## src/design/epd_pkg.sv

```systemverilog
`timescale 1ns / 1ps
// ----------------------------------------------------------------------------
// epd_pkg: shared types and constants
// Field widths, register codes and the serial multiplier control types.
// ----------------------------------------------------------------------------
package epd_pkg;

  localparam int ENC_W    = 12;   // encoder reading
  localparam int WORD_W   = 16;   // rpm, duty, registers
  localparam int GAIN_W   = 16;   // multiplier operand, one bit a cycle
  localparam int STEP_W   = $clog2(GAIN_W);
  localparam int DIFF_W   = 18;   // wrapped count difference
  localparam int ACC_W    = 50;   // PID sum of products, Q42.8
  localparam int CFG_A_W  = 8;

  localparam logic [CFG_A_W-1:0] REG_RPM_PER_COUNT = 8'd0;
  localparam logic [CFG_A_W-1:0] REG_GAIN_P        = 8'd1;
  localparam logic [CFG_A_W-1:0] REG_GAIN_I        = 8'd2;
  localparam logic [CFG_A_W-1:0] REG_GAIN_D        = 8'd3;
  localparam logic [CFG_A_W-1:0] REG_PWM_MAX       = 8'd4;

  typedef struct packed {
    logic load;    // take new operands
    logic clear;   // zero the accumulator on load
  } smul_ctl_t;

  typedef struct packed {
    logic busy;
    logic done;    // one-cycle pulse after the last step
  } smul_sts_t;

endpackage

```

## src/design/epd_if.sv

```systemverilog
`timescale 1ns / 1ps
// ----------------------------------------------------------------------------
// epd_if: channel interfaces
// Sample, result and register-write channels with valid/ready handshakes.
// ----------------------------------------------------------------------------
interface epd_in_if;
  import epd_pkg::*;
  logic                     valid;
  logic                     ready;
  logic [ENC_W-1:0]         encoder_count;
  logic signed [WORD_W-1:0] target_rpm;
  logic [WORD_W-1:0]        duty_in;

  modport source (output valid, encoder_count, target_rpm, duty_in, input ready);
  modport sink   (input valid, encoder_count, target_rpm, duty_in, output ready);
endinterface

interface epd_out_if;
  import epd_pkg::*;
  logic                     valid;
  logic                     ready;
  logic [WORD_W-1:0]        duty_out;
  logic signed [WORD_W-1:0] measured_rpm;

  modport source (output valid, duty_out, measured_rpm, input ready);
  modport sink   (input valid, duty_out, measured_rpm, output ready);
endinterface

interface epd_cfg_if;
  import epd_pkg::*;
  logic               valid;
  logic               ready;
  logic [CFG_A_W-1:0] addr;
  logic [WORD_W-1:0]  wdata;

  modport source (output valid, addr, wdata, input ready);
  modport sink   (input valid, addr, wdata, output ready);
endinterface

```

## src/design/epd_wrap.sv

```systemverilog
`timescale 1ns / 1ps
// ----------------------------------------------------------------------------
// epd_wrap: encoder count reduction and difference wrap
// Reduces the reading modulo ENCODER_TOP+1 by repeated subtraction, then
// gives the count difference folded into +/- half a revolution.
// ----------------------------------------------------------------------------
module epd_wrap #(
  parameter int ENCODER_TOP = 4095
) (
  input  logic                             clk,
  input  logic                             rst,
  input  logic                             start,
  input  logic [epd_pkg::ENC_W-1:0]        count_in,
  input  logic [epd_pkg::ENC_W-1:0]        last_count,
  output logic                             done,
  output logic [epd_pkg::ENC_W-1:0]        count_out,
  output logic signed [epd_pkg::DIFF_W-1:0] diff
);
  import epd_pkg::*;

  localparam int MODULUS = ENCODER_TOP + 1;
  localparam logic signed [DIFF_W-1:0] MOD_S  = DIFF_W'(MODULUS);
  localparam logic signed [DIFF_W-1:0] HALF_S = DIFF_W'(ENCODER_TOP / 2);

  logic             busy;
  logic [ENC_W-1:0] x;
  logic             reduce;
  logic signed [DIFF_W-1:0] d0;

  assign reduce = int'(x) >= MODULUS;

  always_ff @(posedge clk) begin
    if (rst) begin
      busy <= 1'b0;
      done <= 1'b0;
    end else begin
      done <= 1'b0;
      if (start) begin
        busy <= 1'b1;
      end else if (busy && !reduce) begin
        busy <= 1'b0;
        done <= 1'b1;
      end
    end
  end

  // one subtraction of the modulus a cycle
  always_ff @(posedge clk) begin
    if (start) begin
      x <= count_in;
    end else if (busy && reduce) begin
      x <= x - ENC_W'(MODULUS);
    end
  end

  assign count_out = x;

  always_comb begin
    d0 = $signed({{(DIFF_W-ENC_W){1'b0}}, x}) -
         $signed({{(DIFF_W-ENC_W){1'b0}}, last_count});
    if (d0 > HALF_S)       diff = d0 - MOD_S;
    else if (d0 < -HALF_S) diff = d0 + MOD_S;
    else                   diff = d0;
  end

endmodule

```

## src/design/epd_smul.sv

```systemverilog
`timescale 1ns / 1ps
// ----------------------------------------------------------------------------
// epd_smul: bit-serial multiply-accumulate
// Signed multiplicand times unsigned 16-bit multiplier, one multiplier bit
// per cycle, added into a wide accumulator that may carry over loads.
// ----------------------------------------------------------------------------
module epd_smul (
  input  logic                              clk,
  input  logic                              rst,
  input  epd_pkg::smul_ctl_t                ctl,
  input  logic signed [epd_pkg::ACC_W-1:0]  mcand,
  input  logic [epd_pkg::GAIN_W-1:0]        mplier,
  output epd_pkg::smul_sts_t                sts,
  output logic signed [epd_pkg::ACC_W-1:0]  acc
);
  import epd_pkg::*;

  logic signed [ACC_W-1:0] mc;
  logic [GAIN_W-1:0]       mp;
  logic [STEP_W-1:0]       step;

  always_ff @(posedge clk) begin
    if (rst) begin
      sts.busy <= 1'b0;
      sts.done <= 1'b0;
      step     <= '0;
    end else begin
      sts.done <= 1'b0;
      if (ctl.load) begin
        sts.busy <= 1'b1;
        step     <= '0;
      end else if (sts.busy) begin
        step <= step + 1'b1;
        if (step == STEP_W'(GAIN_W - 1)) begin
          sts.busy <= 1'b0;
          sts.done <= 1'b1;
        end
      end
    end
  end

  always_ff @(posedge clk) begin
    if (ctl.load) begin
      mc <= mcand;
      mp <= mplier;
      if (ctl.clear) acc <= '0;
    end else if (sts.busy) begin
      if (mp[0]) acc <= acc + mc;
      mc <= mc <<< 1;
      mp <= mp >> 1;
    end
  end

endmodule

```

## src/design/encoder_speed_pid_duty_core.sv

```systemverilog
`timescale 1ns / 1ps
// ----------------------------------------------------------------------------
// encoder_speed_pid_duty_core: encoder speed measurement and PID duty update
// Per control tick: wrapped encoder difference -> negated rpm, speed error,
// saturating error sum, Q8.8 PID correction subtracted from the duty.
// ----------------------------------------------------------------------------
//
//  channel  dir  beat contents                              handshake
//  -------  ---  -----------------------------------------  -----------
//  cfg      in   addr (register 0..4), wdata (16 bits)      valid/ready
//  sample   in   encoder_count, target_rpm, duty_in         valid/ready
//  result   out  duty_out, measured_rpm                     valid/ready
//
//  Sequence: one sample beat at a time. The wrap unit subtracts the modulus
//  k times (k = reading div (ENCODER_TOP+1), zero at the default top),
//  then up to four multiplier passes of 16 steps each, each followed by a
//  done pulse and hand-back. The first sample after reset skips the speed
//  pass.
//  Reset (rst, synchronous) restores register defaults and clears the
//  previous reading, error and error sum.
//  Stalls: a finished result sits in the output register; the next sample
//  is taken meanwhile and its result waits until the register drains.
//  cfg is always ready; writes are expected only while idle.
//
module encoder_speed_pid_duty_core #(
  parameter int ENCODER_TOP = 4095
) (
  input  logic       clk,
  input  logic       rst,
  epd_cfg_if.sink    cfg,
  epd_in_if.sink     sample,
  epd_out_if.source  result
);
  import epd_pkg::*;

  localparam int CORR_W = ACC_W - 8;   // after Q8.8 rounding
  localparam int DD_W   = CORR_W + 1;

  typedef enum logic [7:0] {
    S_IDLE = 8'b0000_0001,
    S_WRAP = 8'b0000_0010,
    S_MUL  = 8'b0000_0100,
    S_NEXT = 8'b0000_1000,
    S_ERR  = 8'b0001_0000,
    S_SUM  = 8'b0010_0000,
    S_DUTY = 8'b0100_0000,
    S_OUT  = 8'b1000_0000
  } state_t;

  // which product the multiplier is working on
  typedef enum logic [1:0] {
    OP_SPEED = 2'd0,
    OP_P     = 2'd1,
    OP_I     = 2'd2,
    OP_D     = 2'd3
  } op_t;

  state_t state;
  op_t    op;

  // configuration registers
  logic [WORD_W-1:0] rpm_per_count, gain_p, gain_i, gain_d, pwm_max;

  // loop state
  logic [ENC_W-1:0]         last_count;
  logic                     first_sample;
  logic signed [DIFF_W-1:0] last_error;
  logic signed [31:0]       error_sum;

  // per-sample working registers
  logic signed [WORD_W-1:0] target;
  logic [WORD_W-1:0]        duty;
  logic signed [WORD_W-1:0] rpm;
  logic signed [DIFF_W-1:0] err;
  logic signed [31:0]       sum;

  // result registers waiting for the output
  logic [WORD_W-1:0]        res_duty;

  // sub-units
  logic                     wrap_start, wrap_done;
  logic [ENC_W-1:0]         wrap_count;
  logic signed [DIFF_W-1:0] wrap_diff;
  smul_ctl_t                mul_ctl;
  smul_sts_t                mul_sts;
  logic signed [ACC_W-1:0]  mul_mcand, mul_acc;
  logic [GAIN_W-1:0]        mul_mplier;

  // combinational datapath
  logic signed [CORR_W-1:0] acc_rnd;
  logic signed [ACC_W-1:0]  acc_bias;
  logic signed [DIFF_W-1:0] err_next;
  logic signed [32:0]       sum_wide;
  logic signed [31:0]       sum_next;
  logic signed [DIFF_W:0]   derr;
  logic signed [DD_W-1:0]   duty_wide;
  logic [WORD_W-1:0]        duty_next;
  logic signed [WORD_W-1:0] rpm_next;

  epd_wrap #(
    .ENCODER_TOP (ENCODER_TOP)
  ) u_wrap (
    .clk        (clk),
    .rst        (rst),
    .start      (wrap_start),
    .count_in   (sample.encoder_count),
    .last_count (last_count),
    .done       (wrap_done),
    .count_out  (wrap_count),
    .diff       (wrap_diff)
  );

  epd_smul u_smul (
    .clk    (clk),
    .rst    (rst),
    .ctl    (mul_ctl),
    .mcand  (mul_mcand),
    .mplier (mul_mplier),
    .sts    (mul_sts),
    .acc    (mul_acc)
  );

  // --- handshakes --------------------------------------------------------
  assign cfg.ready    = 1'b1;
  assign sample.ready = (state == S_IDLE);
  assign wrap_start   = sample.valid && sample.ready;

  // --- rounding: floor((x + 128) / 256) is an arithmetic shift ----------
  assign acc_bias = mul_acc + ACC_W'(128);
  assign acc_rnd  = acc_bias[ACC_W-1:8];

  always_comb begin
    if (acc_rnd > $signed(CORR_W'(32767)))       rpm_next = 16'sh7fff;
    else if (acc_rnd < -$signed(CORR_W'(32768))) rpm_next = 16'sh8000;
    else                                          rpm_next = acc_rnd[WORD_W-1:0];
  end

  // speed error: sign of the comparison follows the sign of the speed
  always_comb begin
    if (rpm > 0)
      err_next = {{2{rpm[WORD_W-1]}}, rpm} - {{2{target[WORD_W-1]}}, target};
    else
      err_next = {{2{target[WORD_W-1]}}, target} - {{2{rpm[WORD_W-1]}}, rpm};
  end

  // saturating integrator
  always_comb begin
    sum_wide = {{(33-DIFF_W){err[DIFF_W-1]}}, err} + {error_sum[31], error_sum};
    if (sum_wide[32] != sum_wide[31])
      sum_next = sum_wide[32] ? 32'sh8000_0000 : 32'sh7fff_ffff;
    else
      sum_next = sum_wide[31:0];
  end

  assign derr = {err[DIFF_W-1], err} - {last_error[DIFF_W-1], last_error};

  // duty minus correction, clamped to 0..pwm_max
  always_comb begin
    duty_wide = $signed({{(DD_W-WORD_W){1'b0}}, duty}) - {acc_rnd[CORR_W-1], acc_rnd};
    if (duty_wide < 0)                            duty_next = '0;
    else if (duty_wide > $signed(DD_W'(pwm_max))) duty_next = pwm_max;
    else                                          duty_next = duty_wide[WORD_W-1:0];
  end

  // --- multiplier operand selection --------------------------------------
  always_comb begin
    mul_ctl    = '0;
    mul_mcand  = '0;
    mul_mplier = '0;
    unique case (state)
      S_WRAP: begin
        if (wrap_done && !first_sample) begin
          // negated speed: multiply the negated difference
          mul_ctl.load  = 1'b1;
          mul_ctl.clear = 1'b1;
          mul_mcand     = -{{(ACC_W-DIFF_W){wrap_diff[DIFF_W-1]}}, wrap_diff};
          mul_mplier    = rpm_per_count;
        end
      end
      S_SUM: begin
        mul_ctl.load  = 1'b1;
        mul_ctl.clear = 1'b1;
        mul_mcand     = {{(ACC_W-DIFF_W){err[DIFF_W-1]}}, err};
        mul_mplier    = gain_p;
      end
      S_NEXT: begin
        case (op)
          OP_P: begin
            mul_ctl.load = 1'b1;
            mul_mcand    = {{(ACC_W-32){sum[31]}}, sum};
            mul_mplier   = gain_i;
          end
          OP_I: begin
            mul_ctl.load = 1'b1;
            mul_mcand    = {{(ACC_W-DIFF_W-1){derr[DIFF_W]}}, derr};
            mul_mplier   = gain_d;
          end
          default: ;
        endcase
      end
      S_IDLE, S_MUL, S_ERR, S_DUTY, S_OUT: ;
      default: ;
    endcase
  end

  // --- sequencer ------------------------------------------------------------
  always_ff @(posedge clk) begin
    if (rst) begin
      state        <= S_IDLE;
      op           <= OP_SPEED;
      last_count   <= '0;
      first_sample <= 1'b1;
      last_error   <= '0;
      error_sum    <= '0;
      result.valid <= 1'b0;
    end else begin
      // output register: loads from S_OUT when free, empties on a taken beat
      if (state == S_OUT && (!result.valid || result.ready)) result.valid <= 1'b1;
      else if (result.ready)                                  result.valid <= 1'b0;
      unique case (state)
        S_IDLE: begin
          if (sample.valid) state <= S_WRAP;
        end
        S_WRAP: begin
          if (wrap_done) begin
            last_count   <= wrap_count;
            first_sample <= 1'b0;
            op           <= OP_SPEED;
            state        <= first_sample ? S_ERR : S_MUL;
          end
        end
        S_MUL: begin
          if (mul_sts.done) state <= S_NEXT;
        end
        S_NEXT: begin
          case (op)
            OP_SPEED: state <= S_ERR;
            OP_P:     begin op <= OP_I; state <= S_MUL; end
            OP_I:     begin op <= OP_D; state <= S_MUL; end
            OP_D:     state <= S_DUTY;
            default:  state <= S_DUTY;
          endcase
        end
        S_ERR: state <= S_SUM;
        S_SUM: begin
          op    <= OP_P;
          state <= S_MUL;
        end
        S_DUTY: begin
          last_error <= err;
          error_sum  <= sum;
          state      <= S_OUT;
        end
        S_OUT: begin
          if (!result.valid || result.ready) state <= S_IDLE;
        end
        default: state <= S_IDLE;
      endcase
    end
  end

  // --- payload registers ------------------------------------------------
  always_ff @(posedge clk) begin
    if (wrap_start) begin
      target <= sample.target_rpm;
      duty   <= sample.duty_in;
    end
    if (state == S_WRAP && wrap_done && first_sample) rpm <= '0;
    if (state == S_NEXT && op == OP_SPEED)              rpm <= rpm_next;
    if (state == S_ERR)  err      <= err_next;
    if (state == S_SUM)  sum      <= sum_next;
    if (state == S_DUTY) res_duty <= duty_next;
    if (state == S_OUT && (!result.valid || result.ready)) begin
      result.duty_out     <= res_duty;
      result.measured_rpm <= rpm;
    end
  end

  // --- configuration registers ------------------------------------------
  always_ff @(posedge clk) begin
    if (rst) begin
      rpm_per_count <= 16'd3750;
      gain_p        <= '0;
      gain_i        <= '0;
      gain_d        <= '0;
      pwm_max       <= 16'd1000;
    end else if (cfg.valid && cfg.ready) begin
      unique case (cfg.addr)
        REG_RPM_PER_COUNT: rpm_per_count <= cfg.wdata;
        REG_GAIN_P:        gain_p        <= cfg.wdata;
        REG_GAIN_I:        gain_i        <= cfg.wdata;
        REG_GAIN_D:        gain_d        <= cfg.wdata;
        REG_PWM_MAX:       pwm_max       <= cfg.wdata;
        default: ;
      endcase
    end
  end

  // --- assertions ---------------------------------------------------------
  // multiplier is never reloaded mid-pass
  a_mul_no_overrun: assert property (@(posedge clk) disable iff (rst)
    mul_ctl.load |-> !mul_sts.busy)
    else $error("multiplier loaded while busy");

  // a pass only finishes while the sequencer waits for it
  a_mul_done_state: assert property (@(posedge clk) disable iff (rst)
    mul_sts.done |-> state == S_MUL)
    else $error("multiplier finished outside S_MUL");

  // a new result only appears from the output state
  a_out_from_seq: assert property (@(posedge clk) disable iff (rst)
    $rose(result.valid) |-> $past(state == S_OUT))
    else $error("result raised outside S_OUT");

  // the wrap unit only reports back while it is awaited
  a_wrap_done_state: assert property (@(posedge clk) disable iff (rst)
    wrap_done |-> state == S_WRAP)
    else $error("wrap unit finished outside S_WRAP");

endmodule
```

## src/flat_wrapper.sv

```systemverilog
// flat-port wrapper written by rule: the top's interface ports become plain ports
module encoder_speed_pid_duty_core_flat import epd_pkg::*;
#(
  parameter int ENCODER_TOP = 4095
)
  (clk, rst, cfg_valid, cfg_addr, cfg_wdata, cfg_ready, sample_valid, sample_encoder_count, sample_target_rpm, sample_duty_in, sample_ready, result_valid, result_duty_out, result_measured_rpm, result_ready);
  epd_cfg_if cfg_i ();
  epd_in_if sample_i ();
  epd_out_if result_i ();
  input  logic clk;
  input  logic rst;
  input wire logic [$bits(cfg_i.valid)-1:0] cfg_valid;
  input wire logic [$bits(cfg_i.addr)-1:0] cfg_addr;
  input wire logic [$bits(cfg_i.wdata)-1:0] cfg_wdata;
  output wire logic [$bits(cfg_i.ready)-1:0] cfg_ready;
  input wire logic [$bits(sample_i.valid)-1:0] sample_valid;
  input wire logic [$bits(sample_i.encoder_count)-1:0] sample_encoder_count;
  input wire logic [$bits(sample_i.target_rpm)-1:0] sample_target_rpm;
  input wire logic [$bits(sample_i.duty_in)-1:0] sample_duty_in;
  output wire logic [$bits(sample_i.ready)-1:0] sample_ready;
  output wire logic [$bits(result_i.valid)-1:0] result_valid;
  output wire logic [$bits(result_i.duty_out)-1:0] result_duty_out;
  output wire logic [$bits(result_i.measured_rpm)-1:0] result_measured_rpm;
  input wire logic [$bits(result_i.ready)-1:0] result_ready;
  assign cfg_i.valid = cfg_valid;
  assign cfg_i.addr = cfg_addr;
  assign cfg_i.wdata = cfg_wdata;
  assign cfg_ready = cfg_i.ready;
  assign sample_i.valid = sample_valid;
  assign sample_i.encoder_count = sample_encoder_count;
  assign sample_i.target_rpm = sample_target_rpm;
  assign sample_i.duty_in = sample_duty_in;
  assign sample_ready = sample_i.ready;
  assign result_valid = result_i.valid;
  assign result_duty_out = result_i.duty_out;
  assign result_measured_rpm = result_i.measured_rpm;
  assign result_i.ready = result_ready;
  encoder_speed_pid_duty_core #(.ENCODER_TOP(ENCODER_TOP)) u_core (.clk(clk), .rst(rst), .cfg(cfg_i), .sample(sample_i), .result(result_i));
endmodule
```

## config.mk

```make
export PLATFORM = sky130hd
export DESIGN_NAME = encoder_speed_pid_duty_core_flat
export DESIGN_NICKNAME = d
export VERILOG_FILES = /design/src/design/epd_pkg.sv /design/src/design/epd_if.sv /design/src/design/epd_wrap.sv /design/src/design/epd_smul.sv /design/src/design/encoder_speed_pid_duty_core.sv /design/src/flat_wrapper.sv
export SDC_FILE = /design/constraint.sdc
export NUM_CORES = 1
export LEC_CHECK = 0
export BUFFER_PORTS_ARGS = -buffer_cell sky130_fd_sc_hd__buf_2
export CAP_MARGIN = 20
export CORE_ASPECT_RATIO = 1.75
export CORE_MARGIN = 2
export CORE_UTILIZATION = 63
export CTS_CLUSTER_DIAMETER = 120
export DETAILED_ROUTE_END_ITERATION = 12
export PLACE_DENSITY = 0.81
export SETUP_SLACK_MARGIN = 0.4
export SKIP_LAST_GASP = 1
export SLEW_MARGIN = 20
export SYNTH_ARGS = -nofsm -noshare
export SYNTH_HDL_FRONTEND = slang
export SYNTH_HIERARCHICAL = 1
export SYNTH_SLANG_ARGS = --single-unit
```

## constraint.sdc

```tcl
create_clock -name clk -period 6.8 [get_ports clk]
set_input_delay 1.36 -clock clk [delete_from_list [all_inputs] [get_ports clk]]
set_output_delay 1.36 -clock clk [all_outputs]
set_load 0.005 [all_outputs]
```

# Word-level counts from Yosys, hierarchy flattened
# Index checks and enable logic that the tools add are counted.
# Widths: inputs -> output; s select.
[totals]
ff_bits = 436
latch_bits = 0
ram_bits = 0
rom_bits = 0
inputBits = 73
output_inout_bits = 35
elab_cells = 146
memories = 0
[classes]
n_addsub = 12
mul = 0
n_div = 0
magnitude_cmp = 7
n_eq_ne = 23
shifts = 0
muxes = 45
n_bitwise = 1
reduce_logical = 29
[ops]
columns = ["op", "n"]
rows = [
  ["$mux 50", 7],
  ["$pmux 50 s3", 1],
  ["$mux 16", 8],
  ["$pmux 50 s2", 1],
  ["$mux 32", 2],
  ["$pmux 8 s8", 1],
  ["$mux 18", 3],
  ["$add 50x50->50", 1],
  ["$add 50x9->50 const B", 1],
  ["$neg 50->50", 1],
  ["$pmux 16 s3", 1],
  ["$gt 43x17->1", 1],
  ["$lt 43x1->1 const B", 1],
  ["$sub 17x42->43", 1],
  ["$gt 42x16->1 const B", 1],
  ["$lt 42x16->1 const B", 1],
  ["$sub 16x16->17", 2],
  ["$add 18x32->33", 1],
  ["$mux 8", 4],
  ["$pmux 16 s2", 1],
  ["$eq 8x2->1 const B", 3],
  ["$pmux 8 s3", 1],
  ["$sub 18x18->19", 1],
  ["$eq 8x1->1 const B", 2],
  ["other kinds (39)", 70],
]

# Longest topological paths before layout
[depth]
depth_word = 8
ltp_mapped = 28
depth_no_buf = 25

# Hierarchy
# Netlist, hierarchy kept.
[by_module_without_submodules]
columns = ["mod", "n_inst", "cells_per_inst", "area_per_inst_um2", "seq_area_each_um2"]
rows = [
  ["encoder_speed_pid_duty_core", 1, 2169, 19044.5, 7417.1],
  ["epd_smul", 1, 697, 7658.6, 3603.5],
  ["epd_wrap", 1, 110, 1079.8, 400.4],
]

# Worst setup path after synthesis
# OpenSTA, ideal clock, no wires.
[synth_timing]
path_type = "register to register"
start = "reg u_core.state[7]"
end = "reg u_core/u_smul/acc[0] (netlist name) (enable)"
setup_time_ns = 0.527
arrival_ns = 5.556
required_time_ns = 6.273
path_slack_ns = 0.717
stages_incl_launch_ff = 12
path_buffers = 5
synth_period_minus_slack_ns = 6.083
cell_sequence = "dfxtp_1 nor4_1 and2_1 and3b_1 clkbuf_1 nand2_1 clkbuf_1 nand2b_1 clkbuf_1 clkbuf_1 clkbuf_1 o21ai_0"
[synth_rtl]
columns = ["element", "line", "rtl"]
rows = [
  ["start, declared", "encoder_speed_pid_duty_core.sv:58", "state_t state;"],
  ["start signal, assigned", "encoder_speed_pid_duty_core.sv:229", "state <= first_sample ? S_ERR : S_MUL;"],
  ["end signal, assigned", "epd_smul.sv:48", "if (mp[0]) acc <= acc + mc;"],
  ["end, declared", "epd_smul.sv:14", "output logic signed [epd_pkg::ACC_W-1:0] acc"],
]

# Worst setup path after layout
[layout_timing]
start = "reg u_core/u_smul/acc[7] (netlist name)"
end = "reg u_core.res_duty[0], data pin"
[layout_via]
elab_chain_cells = 4
word_cells_on_any_way = 5
classes_between = "add/sub: 2; order compare: 2; mux: 1"
[layout_rtl]
columns = ["element", "line", "rtl"]
rows = [
  ["$add 50x9->50 *", "encoder_speed_pid_duty_core.sv:129", "assign acc_bias = mul_acc + ACC_W'(128);"],
  ["$sub 17x42->43 *", "encoder_speed_pid_duty_core.sv:159", "duty_wide = $signed({{(DD_W-WORD_W){1'b0}}, duty}) - {acc_rnd[CORR_W-1], acc_rnd};"],
  ["$gt 43x17->1", "encoder_speed_pid_duty_core.sv:161", "else if (duty_wide > $signed(DD_W'(pwm_max))) duty_next = pwm_max;"],
  ["$mux 16", "encoder_speed_pid_duty_core.sv:161", ""],
  ["end signal, assigned", "encoder_speed_pid_duty_core.sv:272", "if (state == S_DUTY) res_duty <= duty_next;"],
  ["end, declared", "encoder_speed_pid_duty_core.sv:78", "logic [WORD_W-1:0] res_duty;"],
]
# Every way passes the cells marked *; elsewhere a longest branch is shown, timed or not.
# A chain may end at the register's enable or synchronous reset.

==> run_results.csv <==
group,metric,value,unit
run_status,run_status,"finished, final reports clean",
route,initialDrtViolationCount,1780,
timing,period_share,0.849,
placement,hpwl,59200,um
power_and_ir_drop,p_seq_frac,0.503,
setup_path,critical_path_required,7.19,ns
global_routing,track_usage,0.344,
clocking,root_buffer,"clkbuf_16",
route,remaining_drc_errors,0,
synthesis,synth_top_cells_by_count,"351 x nand2_1, 273 x edfxtp_1, 248 x nor2_1",
synthesis,synth_edf_count,273,
synthesis,yosysSeqAreaShare,0.411,
power_and_ir_drop,peakVddDrop,0.230,mV
power_and_ir_drop,power_frac_clock,0.434,
setup_path,criticalPathCategory,"reg2reg",
route,num_vias,23300,
synthesis,synth_top_cell_area_share,0.295,
synthesis,synth-simple-area-share,0.177,
synthesis,synth_largest_area_cell,"edfxtp_1",
timing,min_period,5.78,ns
route,wirelength,80100,um
synthesis,synth_adder_area_share,0.0899,
die,io_pins,108,
placement,gp_congestion,0.956,
timing,worst_slack,1.02,ns
synthesis,async_reset_ff_frac,0,
final_layout,drive_above_1_share,0.101,
setup_path,cp_data_arrival_time,6.17,ns
setup_path,cp_max_fo,16,
power_and_ir_drop,leakage,11.6,nW
global_routing,antenna_found_initial,1,
clocking,clkTransAtPathRegs,0.07,ns
timing,finalHoldViolations,0,
global_routing,grt_pass1_wl,123000,um
power_and_ir_drop,swShare,0.224,
die,row_count,101,
die,die_y,282,um
global_routing,grt_remaining_overflow,0,
final_layout,nNetsFinal,3273,
synthesis,synth.mux.area_fraction,0.0582,
timing,setup_tns,0,ns
clocking,clock_path_buffers,3,
clocking,hold_buffers,0,
final_layout,ff_latch_area,11400,um^2
power_and_ir_drop,power_frac_comb,0.063,
power_and_ir_drop,netSwitchingPower,1.26,mW
timing,clock.fmax,173,MHz
synthesis,synth_seq_cells,434,
synthesis,yosysMostFrequentCell,"nand2_1",
clocking,cts_tree,"done",
die,die-width,163,um
route,antenna_left,0,
power_and_ir_drop,powerDensity,187,nW/um^2
global_routing,grt_pass1_vias,23500,
synthesis,netlist_area,27800,um^2
route,detail_route.wl_per_cell,22.2,um
synthesis,synth_xor_area_frac,0.0552,
worst_hold_path,hold_path_class,"reg2reg",
final_layout,areaGrowthSynthToFinish,8.33,%
synthesis,ys_warn_count,6,
timing,maxSlewViolCount,0,
timing,rsz0062_at_grt,"false",
synthesis,netlist_instances,2976,
clocking,cts_sinks,434,
synthesis,synth_compound_area_frac,0.168,
final_layout,multiInputGateArea,15300,um^2
global_routing,grt_max_degree,118,
timing,tightest_slew,1.09,ns
synthesis,synth_area_leaders,"edfxtp_1 30%, dfxtp_1 12%, ha_1 8.2%",
die,die_area,45900,um^2
placement,io_buffer_count,106,
synthesis,synth_nets,3238,
synthesis,postSynthAreaPerCell,9.34,um^2
route,drt_first_pass_iters,9,
clocking,cts_buffers,41,
clocking,cts_max_level,2,
placement,pre_cts_ws,1.10,ns
clocking,cts_resized,0,
die,initial_core_util,0.639,
timing,fin_skew,0.0273,ns
synthesis,yosys_most_used_dff,"edfxtp_1",
final_layout,fill_cells,3410,
clocking,post_cts_buffers,0,
timing,setup_violations,0,
route,viasPerCell,6.45,
synthesis,synth_top_family_by_area,"simple AND/OR/NAND/NOR gates",
power_and_ir_drop,p_int,4.36,mW
setup_path,start_kind,"flop",
die,coreArea,43500,um^2
job,cap_violations,0,
setup_path,end_kind,"flop",
timing,slew-limit-headroom,0.274,
clocking,clk_latency,0.56,ns
synthesis,synth.distinct_cells,97,
power by group through the flow:
stage / registers (mW) / clock network, mW / logic (mW)
floorplan: 2.87 / 0 / 0.245
global placement: 2.88 / 0 / 0.336
detailed placement: 2.88 / 0 / 0.346
CTS: 2.82 / 2.47 / 0.350
global route: 2.82 / 2.55 / 0.388
finish: 2.82 / 2.44 / 0.356
worst max-delay path, stage by stage, from the launching register on:
cell and delay [ns]:
edfxtp_1 0.45, ha_1 0.29, xor2_1 0.32, inv_1 0.10, ha_1 0.28, nor2b_1 0.15
o31a_1 0.27, o41a_1 0.37, a41o_1 0.32, a21o_1 0.20, a21oi_1 0.18, xnor2_1 0.13
ha_1 0.32, nand4_1 0.14, nor4_1 0.39, nor2b_1 0.08, o21ai_0 0.16, o211ai_1 0.14
and3_1 0.17, a221oi_1 0.25, and4bb_1 0.22, o2111a_1 0.18, buf_4 0.28, mux2i_1 0.23
per-layer routing:
metal	global-route usage	part of all wire	up-vias
li1	-	-	10900
met1	0.343	0.34	11100
met2	0.643	0.52	975
met3	0.0455	0.053	361
met4	0.253	0.085	2
met5	0	0.00017	-
path summary, 6_finish.rpt:
path / slack, ns / cells past startpoint / start / endpoint
max: 1.02 / 23 / u_core/u_smul/acc[7] / u_core/res_duty[0]
min: 0.42 / 0 / u_core/res_duty[11] / u_core/result.duty_out[11]
max reg2reg: 1.02 / 23 / u_core/u_smul/acc[7] / u_core/res_duty[0]
min reg2reg: 0.42 / 0 / u_core/res_duty[11] / u_core/result.duty_out[11]
flip-flops by register name, summed over array words and instances (netlist names), 17 cells and up:
signal             count
u_core/u_smul/acc     50
u_core/sum            32
u_core/last_error     17
u_core/error_sum      32
u_core/u_smul/mc      50
u_core/err            17
cells in the final DEF, fill, tap and decap left out, types with 29 or more instances in the layout:
cell | netlist | final
a22oi_1 | 36 | 36
nor2b_1 | 35 | 34
nand2_1 | 351 | 351
inv_1 | 147 | 146
mux2i_1 | 79 | 79
clkbuf_16 | 0 | 44
edfxtp_1 | 273 | 273
nand2b_1 | 55 | 54
dfxtp_1 | 161 | 161
nand4_1 | 38 | 38
o21a_1 | 29 | 29
xor2_1 | 78 | 78
mux2_2 | 68 | 68
nor3_1 | 40 | 40
o21ai_0 | 122 | 121
nand3_1 | 64 | 62
and3_1 | 33 | 33
a21o_1 | 68 | 68
a21oi_1 | 245 | 245
xnor2_1 | 97 | 97
buf_2 | 7 | 105
ha_1 | 182 | 182
nor2_1 | 248 | 247
nor4_1 | 31 | 31
through the flow:
stage               cells  utilization  hold WS [ns]  instance area, um^2  total power [mW]
finish               3611        0.692         0.419                30100              5.62
global route         3610        0.692         0.426                30100              5.76
CTS                  3609        0.692         0.420                30100              5.64
detailed placement   3533        0.659         0.405                28600              3.23
global placement     3533        0.659         0.408                28600              3.22
floorplan            2976            -         0.400                27800              3.12
cell type report:
class	instances	share of cell area
Inverter	148	0.0185
Timing Repair Buffer	126	0.0235
Multi-Input combinational cell	2260	0.507
Antenna cell	1	0.0000831
Clock buffer	56	0.0395
Sequential cell	434	0.379
Tap cell	566	0.0235
Clock inverter	20	0.00786
cells by family after synthesis:
family	Yosys count
compound gates	718
xor+xnor	175
fa+ha+maj	197
buf+inv	282
flops	434
mux	152
other cells	1
simple gates	1017
Power figures use the tool's default switching activity.
